--- src/hdl/dtt_pkg.sv ---
`timescale 1ns / 1ps
package dtt_pkg;
    localparam int SLOTS_DEFAULT = 16;

    typedef enum logic [2:0] {
        OP_INSERT = 3'd0,
        OP_REMOVE = 3'd1,
        OP_MODIFY = 3'd2,
        OP_UPSERT = 3'd3,
        OP_TICK   = 3'd4,
        OP_CLEAR  = 3'd5
    } t_op;

    localparam logic [1:0] KIND_DONE  = 2'd0;
    localparam logic [1:0] KIND_FIRED = 2'd1;
    localparam logic [1:0] KIND_IDLE  = 2'd2;

    localparam logic [1:0] ST_OK       = 2'd0;
    localparam logic [1:0] ST_NOTFOUND = 2'd1;
    localparam logic [1:0] ST_FULL     = 2'd2;

    localparam logic [1:0] OPK_CMD  = 2'd0;
    localparam logic [1:0] OPK_TICK = 2'd1;

    typedef enum logic [2:0] {
        S_IDLE,
        S_SCAN,
        S_ACT,
        S_EMIT,
        S_OUT
    } t_state;

    // controller -> datapath
    typedef struct packed {
        logic load;      // capture request, start scan
        logic scan_find; // scan for id (0: expiry)
        logic step;      // advance scan index
        logic act;       // apply operation on scan result
        logic fire;      // apply fire to best expired slot
        logic clr_done;  // reset per-tick done marks
    } t_cmd;

    // datapath -> controller
    typedef struct packed {
        logic scan_end;
        logic found;
        logic [1:0] op_kind; // OPK_CMD or OPK_TICK
    } t_stat;
endpackage

--- src/hdl/deadline_timer_table.sv ---
`timescale 1ns / 1ps
// Deadline timer table.
// Slave channel carries one request: operation, timer id, interval, repeat.
// Master channel returns results: kind, fired id, status, with tlast on the
// final result of each request.
// The slots are scanned one per cycle. A command or an empty tick is scanned,
// then acted on, and then its result is presented. A tick that fires presents
// its first result after two scans (one to find the first expired timer, one
// more to find the next); each further fired timer costs another fire step
// and scan after the previous result is taken. A request is taken only when
// the previous one is done.
// Reset clears all slots, the current time and the stamp counter.
// While the receiver stalls, the result holds and no request is accepted.
module deadline_timer_table #(
    parameter int TIMER_SLOTS = dtt_pkg::SLOTS_DEFAULT
) (
    input  logic        i_clk,
    input  logic        i_rst_n,
    input  logic        s_axis_tvalid,
    output logic        s_axis_tready,
    input  logic [63:0] s_axis_tdata,  // operation[2:0], timer_id, interval_ms, repeat_req
    output logic        m_axis_tvalid,
    input  logic        m_axis_tready,
    output logic [39:0] m_axis_tdata,  // fired_id[31:0], status[33:32]
    output logic [1:0]  m_axis_tuser,  // kind
    output logic        m_axis_tlast
);
    dtt_pkg::t_cmd  cmd;
    dtt_pkg::t_stat stat;
    logic [31:0] fired_id;
    logic [1:0]  status, kind;
    logic        fired;

    dtt_ctrl u_ctrl (
        .i_clk(i_clk), .i_rst_n(i_rst_n),
        .i_in_valid(s_axis_tvalid), .o_in_ready(s_axis_tready),
        .o_out_valid(m_axis_tvalid), .i_out_ready(m_axis_tready),
        .o_kind(kind), .o_last(m_axis_tlast),
        .o_cmd(cmd), .i_stat(stat)
    );

    dtt_datapath #(.TIMER_SLOTS(TIMER_SLOTS)) u_dp (
        .i_clk(i_clk), .i_rst_n(i_rst_n), .i_cmd(cmd),
        .i_op(s_axis_tdata[2:0]), .i_id(s_axis_tdata[34:3]),
        .i_interval(s_axis_tdata[58:35]), .i_repeat(s_axis_tdata[59]),
        .o_stat(stat), .o_fired_id(fired_id), .o_status(status)
    );

    assign fired = (kind == dtt_pkg::KIND_FIRED);
    assign m_axis_tuser = kind;
    // status only means something on command results
    assign m_axis_tdata = {6'd0, (kind == dtt_pkg::KIND_DONE) ? status : dtt_pkg::ST_OK,
                           fired ? fired_id : 32'd0};
endmodule

--- src/hdl/dtt_datapath.sv ---
`timescale 1ns / 1ps
module dtt_datapath #(
    parameter int TIMER_SLOTS = dtt_pkg::SLOTS_DEFAULT
) (
    input  logic                  i_clk,
    input  logic                  i_rst_n,
    input  dtt_pkg::t_cmd         i_cmd,
    input  logic [2:0]            i_op,
    input  logic [31:0]           i_id,
    input  logic [23:0]           i_interval,
    input  logic                  i_repeat,
    output dtt_pkg::t_stat        o_stat,
    output logic [31:0]           o_fired_id,
    output logic [1:0]            o_status
);
    localparam int IW = (TIMER_SLOTS > 1) ? $clog2(TIMER_SLOTS) : 1;
    localparam int CW = $clog2(TIMER_SLOTS + 1);

    logic [TIMER_SLOTS-1:0] r_valid, n_valid, r_done, n_done;
    logic [31:0] r_sid [TIMER_SLOTS];
    logic [31:0] r_dl  [TIMER_SLOTS];
    logic [23:0] r_iv  [TIMER_SLOTS];
    logic        r_rp  [TIMER_SLOTS];
    logic [31:0] r_st  [TIMER_SLOTS];
    logic [31:0] r_now, r_stampc;
    logic [2:0]  r_op;
    logic [31:0] r_id;
    logic [23:0] r_ivq;
    logic        r_rpq;
    logic [CW-1:0] r_idx;
    logic        r_has;
    logic [IW-1:0] r_best;
    logic [31:0] r_fid;
    logic [1:0]  r_status;

    logic [IW-1:0] idx;
    logic [31:0] k_c, k_b, ds;
    logic prec, cand, free_any;
    logic [IW-1:0] free_idx;

    assign idx = r_idx[IW-1:0];
    assign k_c = r_dl[idx] - r_now;
    assign k_b = r_dl[r_best] - r_now;
    assign ds  = r_st[idx] - r_st[r_best];
    // indices scan upward, so a tie on key and stamp keeps the older best
    always_comb begin
        if (k_c != k_b) prec = (k_c ^ 32'h8000_0000) < (k_b ^ 32'h8000_0000);
        else            prec = (ds != 32'd0) && !ds[31];
    end

    always_comb begin
        cand = 1'b0;
        if (r_idx < CW'(TIMER_SLOTS) && r_valid[idx]) begin
            if (i_cmd.scan_find) cand = (r_sid[idx] == r_id);
            else cand = !r_done[idx] && ((k_c == 32'd0) || k_c[31]);
        end
    end

    always_comb begin
        free_any = 1'b0;
        free_idx = '0;
        for (int s = TIMER_SLOTS - 1; s >= 0; s--) begin
            if (!r_valid[s]) begin
                free_any = 1'b1;
                free_idx = IW'(s);
            end
        end
    end

    assign o_stat.scan_end = (r_idx >= CW'(TIMER_SLOTS - 1));
    assign o_stat.found    = r_has;
    assign o_stat.op_kind  = (r_op == dtt_pkg::OP_TICK) ? dtt_pkg::OPK_TICK : dtt_pkg::OPK_CMD;
    assign o_fired_id = r_fid;
    assign o_status   = r_status;

    always_comb begin
        n_valid = r_valid;
        n_done  = r_done;
        if (i_cmd.clr_done) n_done = '0;
        if (i_cmd.fire) begin
            n_done[r_best] = 1'b1;
            if (!r_rp[r_best]) n_valid[r_best] = 1'b0;
        end
        if (i_cmd.act) begin
            unique case (r_op)
                dtt_pkg::OP_INSERT: if (free_any) n_valid[free_idx] = 1'b1;
                dtt_pkg::OP_REMOVE: if (r_has) n_valid[r_best] = 1'b0;
                dtt_pkg::OP_UPSERT: if (!r_has && free_any) n_valid[free_idx] = 1'b1;
                dtt_pkg::OP_CLEAR:  n_valid = '0;
                default: ;
            endcase
        end
    end

    always_ff @(posedge i_clk) begin
        if (!i_rst_n) begin
            r_valid  <= '0;
            r_done   <= '0;
            r_now    <= '0;
            r_stampc <= '0;
            r_idx    <= '0;
            r_has    <= 1'b0;
        end else begin
            r_valid <= n_valid;
            r_done  <= n_done;
            if (i_cmd.load) begin
                r_op  <= i_op;
                r_id  <= i_id;
                r_ivq <= i_interval;
                r_rpq <= i_repeat;
                if (i_op == dtt_pkg::OP_TICK) r_now <= r_now + 32'd1;
            end
            if (i_cmd.load || i_cmd.fire) begin
                r_idx <= '0;
                r_has <= 1'b0;
            end else if (i_cmd.step) begin
                r_idx <= r_idx + CW'(1);
                if (cand && (!r_has || prec)) begin
                    r_has  <= 1'b1;
                    r_best <= idx;
                end
            end
            if (i_cmd.fire) begin
                r_fid <= r_sid[r_best];
                if (r_rp[r_best]) begin
                    r_dl[r_best] <= r_now + 32'(r_iv[r_best]);
                    r_st[r_best] <= r_stampc;
                    r_stampc <= r_stampc + 32'd1;
                end
            end
            if (i_cmd.act) begin
                r_status <= dtt_pkg::ST_OK;
                r_fid    <= '0;
                case (r_op)
                    dtt_pkg::OP_INSERT, dtt_pkg::OP_UPSERT: begin
                        if (r_op == dtt_pkg::OP_UPSERT && r_has) begin
                            r_rp[r_best] <= 1'b0;
                            r_dl[r_best] <= r_now + 32'(r_ivq);
                            r_iv[r_best] <= r_ivq;
                            r_st[r_best] <= r_stampc;
                            r_stampc <= r_stampc + 32'd1;
                        end else if (free_any) begin
                            r_sid[free_idx] <= r_id;
                            r_rp[free_idx]  <= (r_op == dtt_pkg::OP_INSERT) && r_rpq;
                            r_dl[free_idx]  <= r_now + 32'(r_ivq);
                            r_iv[free_idx]  <= r_ivq;
                            r_st[free_idx]  <= r_stampc;
                            r_stampc <= r_stampc + 32'd1;
                        end else begin
                            r_status <= dtt_pkg::ST_FULL;
                        end
                    end
                    dtt_pkg::OP_REMOVE: if (!r_has) r_status <= dtt_pkg::ST_NOTFOUND;
                    dtt_pkg::OP_MODIFY: begin
                        if (!r_has) r_status <= dtt_pkg::ST_NOTFOUND;
                        else begin
                            r_dl[r_best] <= r_now + 32'(r_ivq);
                            r_iv[r_best] <= r_ivq;
                            r_st[r_best] <= r_stampc;
                            r_stampc <= r_stampc + 32'd1;
                        end
                    end
                    default: ;
                endcase
            end
        end
    end

    a_fire_valid: assert property (@(posedge i_clk) disable iff (!i_rst_n)
        i_cmd.fire |-> r_valid[r_best])
        else $error("fire on free slot");
    a_stamp_step: assert property (@(posedge i_clk) disable iff (!i_rst_n)
        !(i_cmd.act && i_cmd.fire))
        else $error("act and fire together");
    a_now_tick: assert property (@(posedge i_clk) disable iff (!i_rst_n)
        (i_cmd.load && i_op != dtt_pkg::OP_TICK) |=> $stable(r_now))
        else $error("time moved without tick");
endmodule

--- src/hdl/dtt_ctrl.sv ---
`timescale 1ns / 1ps
module dtt_ctrl (
    input  logic           i_clk,
    input  logic           i_rst_n,
    input  logic           i_in_valid,
    output logic           o_in_ready,
    output logic           o_out_valid,
    input  logic           i_out_ready,
    output logic [1:0]     o_kind,
    output logic           o_last,
    output dtt_pkg::t_cmd  o_cmd,
    input  dtt_pkg::t_stat i_stat
);
    localparam int FW = 5;
    dtt_pkg::t_state r_state, n_state;
    logic [FW-1:0] r_nfired, n_nfired;
    logic [1:0] r_kind, n_kind;
    logic r_last, n_last;
    logic r_tick, n_tick;
    logic fire_last;

    always_ff @(posedge i_clk) begin
        if (!i_rst_n) begin
            r_state  <= dtt_pkg::S_IDLE;
            r_nfired <= '0;
            r_kind   <= '0;
            r_last   <= 1'b0;
            r_tick   <= 1'b0;
        end else begin
            r_state  <= n_state;
            r_nfired <= n_nfired;
            r_kind   <= n_kind;
            r_last   <= n_last;
            r_tick   <= n_tick;
        end
    end

    // a fired result is the last one when no further expired slot was found
    // or the per-tick fire bound is reached
    assign fire_last = !i_stat.found || (r_nfired >= FW'(16));

    assign o_kind = r_kind;
    assign o_last = (r_kind == dtt_pkg::KIND_FIRED) ? fire_last : r_last;

    always_comb begin
        n_state  = r_state;
        n_nfired = r_nfired;
        n_kind   = r_kind;
        n_last   = r_last;
        n_tick   = r_tick;
        o_cmd    = '0;
        o_in_ready  = 1'b0;
        o_out_valid = 1'b0;
        o_cmd.scan_find = !r_tick;
        unique case (r_state)
            dtt_pkg::S_IDLE: begin
                o_in_ready = 1'b1;
                if (i_in_valid) begin
                    o_cmd.load = 1'b1;
                    o_cmd.clr_done = 1'b1;
                    n_nfired = '0;
                    n_state = dtt_pkg::S_SCAN;
                end
            end
            dtt_pkg::S_SCAN: begin
                n_tick = (i_stat.op_kind == dtt_pkg::OPK_TICK);
                o_cmd.scan_find = (i_stat.op_kind != dtt_pkg::OPK_TICK);
                o_cmd.step = 1'b1;
                if (i_stat.scan_end) n_state = dtt_pkg::S_ACT;
            end
            dtt_pkg::S_ACT: begin
                if (r_tick) begin
                    if (i_stat.found) begin
                        o_cmd.fire = 1'b1;
                        n_nfired = r_nfired + FW'(1);
                        n_kind = dtt_pkg::KIND_FIRED;
                        n_last = 1'b0;
                        n_state = dtt_pkg::S_EMIT;
                    end else if (r_nfired == '0) begin
                        n_kind = dtt_pkg::KIND_IDLE;
                        n_last = 1'b1;
                        n_state = dtt_pkg::S_OUT;
                    end else begin
                        n_state = dtt_pkg::S_IDLE;
                    end
                end else begin
                    o_cmd.act = 1'b1;
                    n_kind = dtt_pkg::KIND_DONE;
                    n_last = 1'b1;
                    n_state = dtt_pkg::S_OUT;
                end
            end
            dtt_pkg::S_EMIT: begin
                // fired result waits while the next expiry scan runs
                o_cmd.scan_find = 1'b0;
                o_cmd.step = 1'b1;
                if (i_stat.scan_end) n_state = dtt_pkg::S_OUT;
            end
            dtt_pkg::S_OUT: begin
                o_out_valid = 1'b1;
                if (i_out_ready) begin
                    if (r_kind == dtt_pkg::KIND_FIRED && !fire_last)
                        n_state = dtt_pkg::S_ACT;
                    else
                        n_state = dtt_pkg::S_IDLE;
                end
            end
            default: n_state = dtt_pkg::S_IDLE;
        endcase
    end

    a_one_out: assert property (@(posedge i_clk) disable iff (!i_rst_n)
        o_out_valid |-> !o_in_ready) else $error("overlap");
    a_bound: assert property (@(posedge i_clk) disable iff (!i_rst_n)
        r_nfired <= FW'(16)) else $error("fire bound");
    a_load_idle: assert property (@(posedge i_clk) disable iff (!i_rst_n)
        o_cmd.load |-> r_state == dtt_pkg::S_IDLE) else $error("load busy");
endmodule
--- config.mk ---
export PLATFORM = sky130hd
export DESIGN_NAME = deadline_timer_table
export DESIGN_NICKNAME = d
export VERILOG_FILES = /design/src/hdl/dtt_pkg.sv /design/src/hdl/deadline_timer_table.sv /design/src/hdl/dtt_datapath.sv /design/src/hdl/dtt_ctrl.sv
export SDC_FILE = /design/constraint.sdc
export NUM_CORES = 2
export LEC_CHECK = 0
export ABC_CLOCK_PERIOD_IN_PS = 7700
export BUFFER_PORTS_ARGS = -buffer_cell sky130_fd_sc_hd__buf_2
export CORE_MARGIN = 2
export CORE_UTILIZATION = 40
export DETAILED_ROUTE_END_ITERATION = 7
export HOLD_SLACK_MARGIN = 0.12
export PLACE_DENSITY = 0.58
export SYNTH_ARGS = -nofsm -noshare
export SYNTH_HDL_FRONTEND = slang
export SYNTH_SLANG_ARGS = --single-unit
--- constraint.sdc ---
create_clock -name i_clk -period 7.7 [get_ports i_clk]
set_input_delay 1.54 -clock i_clk [delete_from_list [all_inputs] [get_ports i_clk]]
set_output_delay 1.54 -clock i_clk [all_outputs]
set_load 0.05 [all_outputs]
==> results.yml <==
die:
  pin_count: 113
  core_area_sq_um: 257000
  fp.dieH_um: 513
  fp.dieArea_sq_um: 263000
  fp.dieW_um: 513
  rows: 186
  initial_core_util_pct: 40.3
setup_path:
  max_stage_delay_ns: 0.52
  worst_path_max_delay_cell: "mux4_2"
  start_kind: "flop"
  required_ns: 8.25
  crit_type: "flop to flop"
  end_kind: "flop"
  worstPathMaxFanout: 9
  cp_common_cell: "buf_4"
  critPathArrivalTime_ns: 7.88
placement:
  placed_cell_area_sq_um: 110000
  hpwl_mm: 168
  routabilityCongestion: 0.880
  portBuffers: 102
grt:
  grt_max_degree: 144
  first_global_vias: 60930
  grt_pass1_wl_mm: 415
  grt.total_usage_pct: 21.4
  grt-ovfl-total: 0
  antenna_found_initial: 7
clock_network:
  root_buffer: "clkbuf_16"
  clk_latency_ns: 0.91
  ctsHoldBuffers: 0
  clock_sinks: 2156
  htreeDepth: 4
  tritoncts: "yes"
  clkTransAtPathRegs_ns: 0.06
  clock_path_buffers: 3
  cts_made_buffers: 228
drt:
  drtIter0Drc: 6292
  drcViolationCount: 0
  post_drt_wl_per_cell_um: 29.2
  drt_wl_total_mm: 286
  vias_per_cell: 6.04
  ant_nets: 0
  dr.pass1.iters: 6
  vias: 59146
logic_synthesis:
  ys_seq_area_share_pct: 61.4
  synthXorXnorAreaFrac_pct: 1.96
  synthMuxAreaShare_pct: 23.8
  synth.distinct_cells: 85
  synth_compound_area_share_pct: 4.34
  synth-main-ff-cell: "edfxtp_1"
  syn-instance-count: 5843
  syn_area_per_cell_sq_um: 17.7
  synth_top_family_by_area: "multiplexers"
  ys_ff_latch: 2156
  synth_area_sq_um: 103000
  synthArstFlopShare_pct: 0
  synthSimpleGateAreaFrac_pct: 4.56
  yosys.area.top_type: "edfxtp_1"
  synth_edf_count: 2034
  synth_adder_area_share_pct: 2.26
  yosys_warnings: 0
  synth_top_area_share_pct: 59.1
  synth_area_leaders: "edfxtp_1, mux4_2, dfxtp_1"
timing:
  fin_crit_sh_pct: 95.2
  clock.fmax_ghz: 0.136
  period_needed_ns: 7.33
  slew_headroom_pct: 15.5
  worstMarginPinSlew_ns: 1.27
  fin_skew_ns: 0.102
  final-max-slew-violation-count: 0
  setup_tns_ns: 0
  finalSetupViolCount: 0
  hold_viol: 0
  rsz0062_at_grt: "false"
finish:
  seqCellArea_sq_um: 63600
  finish.utilization_pct: 46.2
  multi_input_comb_area_sq_um: 38900
  nFillCells: 21836
  nNetsFinal: 6463
  fin_area_sq_um: 119000
  final_cell_mix: "edfxtp_1, mux4_2, buf_4, nand2_1, a21oi_1"
  drive_gt1_share_pct: 31.0
  layout_commonest_cell: "edfxtp_1"
  syn2layout_area_growth_pct: 14.7
pwr:
  pwr-share-seq_pct: 51.5
  ir_worst_vdd_uv: 244
  intPower_mw: 19.5
  power_density_nw_per_um2: 211
  combPwrFrac_pct: 5.0
  p_leak_nw: 38.4
  pwr-share-clk_pct: 43.5
  p_total_mw: 25.1
  power.switching_mw: 5.55
  netSwitchingFraction_pct: 22.1
status:
  status: "complete, no violations"
job:
  drv_cap: 0
min_path:
  hold_path_class: "flop to flop"
## stage by stage
stage	cells	hold slack [ns]	setup slack, ns
6_report	9789	0.454	0.369
5_1_grt	9788	0.480	0.0298
2_1_floorplan	5848	0.420	0.0269
3_5_place_dp	9336	0.442	-0.355
3_3_place_gp	9336	0.430	-0.372
4_1_cts	9762	0.455	0.0388
## sequential cells by signal, summed over array words and instances (netlist names), 16 cells and up, named ones only
| signal | flops |
|---|---|
| u_dp.r_ivq | 24 |
| u_dp.r_st | 512 |
| u_dp.r_iv | 384 |
| u_dp.r_done | 16 |
| u_dp.r_stampc | 32 |
| u_dp.r_id | 32 |
| u_dp.r_now | 32 |
| u_dp.r_valid | 16 |
| u_dp.r_rp | 16 |
| u_dp.r_sid | 512 |
| u_dp.r_dl | 512 |
| u_dp.o_fired_id | 32 |
## final cells by class
| cell class | count | share of cell area [%] |
|---|---|---|
| antenna | 1 | 0.00211 |
| clock buffer | 286 | 5.06 |
| clock inverter | 137 | 1.24 |
| inverter | 127 | 0.402 |
| multi-input combinational | 3239 | 32.8 |
| sequential | 2156 | 53.6 |
| tap | 3384 | 3.57 |
| timing repair buffer | 459 | 3.34 |
## synthesized netlist by cell type (49+ instances only)
| library cell | instances |
|---|---|
| edfxtp_1 | 2034 |
| mux4_2 | 1065 |
| nor2_1 | 283 |
| a21oi_1 | 242 |
| nand2_1 | 237 |
| clkbuf_1 | 234 |
| ha_1 | 179 |
| o21ai_0 | 155 |
| xnor2_1 | 132 |
| inv_1 | 124 |
| dfxtp_1 | 122 |
| xor2_1 | 100 |
| buf_1 | 77 |
| nor2b_1 | 66 |
| nor3_1 | 61 |
| a21o_1 | 56 |
| nand3_1 | 56 |
| mux2i_1 | 52 |
| and2_1 | 50 |
| nand4_1 | 49 |
## metal layers
layer	wire [um]	vias up	GRT usage [%]
li1	-	25001	-
met4	5720	0	4.70
met2	141000	2177	35.6
met5	0	-	0
met3	19500	353	3.29
met1	120000	31615	29.9
## cells by family after synthesis
kind of cell | Yosys count
AO/OA/AOI/OAI | 720
adder cells (fa/ha/maj) | 184
multiplexers | 1123
flip-flops | 2156
XOR/XNOR | 232
AND/OR/NAND/NOR | 974
buffers and inverters | 453
other | 1
## worst max-delay path, delay by kind of cell, from the launching register on
family                     cells  cell delay (ns)
adders and majority gates      2             0.60
buffers and inverters          8             1.36
DFF                            1             0.42
AOI/OAI and AO/OA             11             2.15
muxes                          2             1.03
xor gates and xnor gates       1             0.15
and+or+nand+nor               10             1.24
## power by group through the flow
stage,combinational (mW),clock [mW],sequential (mW)
2_1_floorplan,0.884,0,13.1
3_3_place_gp,1.23,0,13.2
3_5_place_dp,1.24,0,13.2
4_1_cts,1.25,11.1,12.9
5_1_grt,1.36,11.6,12.9
6_report,1.25,10.9,12.9
## what timing repair did
| action | CTS | global route |
|---|---|---|
| gates cloned | 1 | 5 |
| setup buffers | 2 | 20 |
| pin swaps | 6 | 26 |
| endpoints found under the setup margin | 9 | 9 |
| gates resized for setup | 9 | 55 |
## final timing paths
check	start	to	slack, ns	cells past startpoint
hold / removal	u_dp.r_done[4]	u_dp.r_done[4]	0.45	2
setup reg to reg	flop	u_dp.r_best[0]	0.37	34
hold reg to reg	u_dp.r_done[4]	u_dp.r_done[4]	0.45	2
setup / recovery	flop	u_dp.r_best[0]	0.37	34
(Power assumes the default switching activity.)
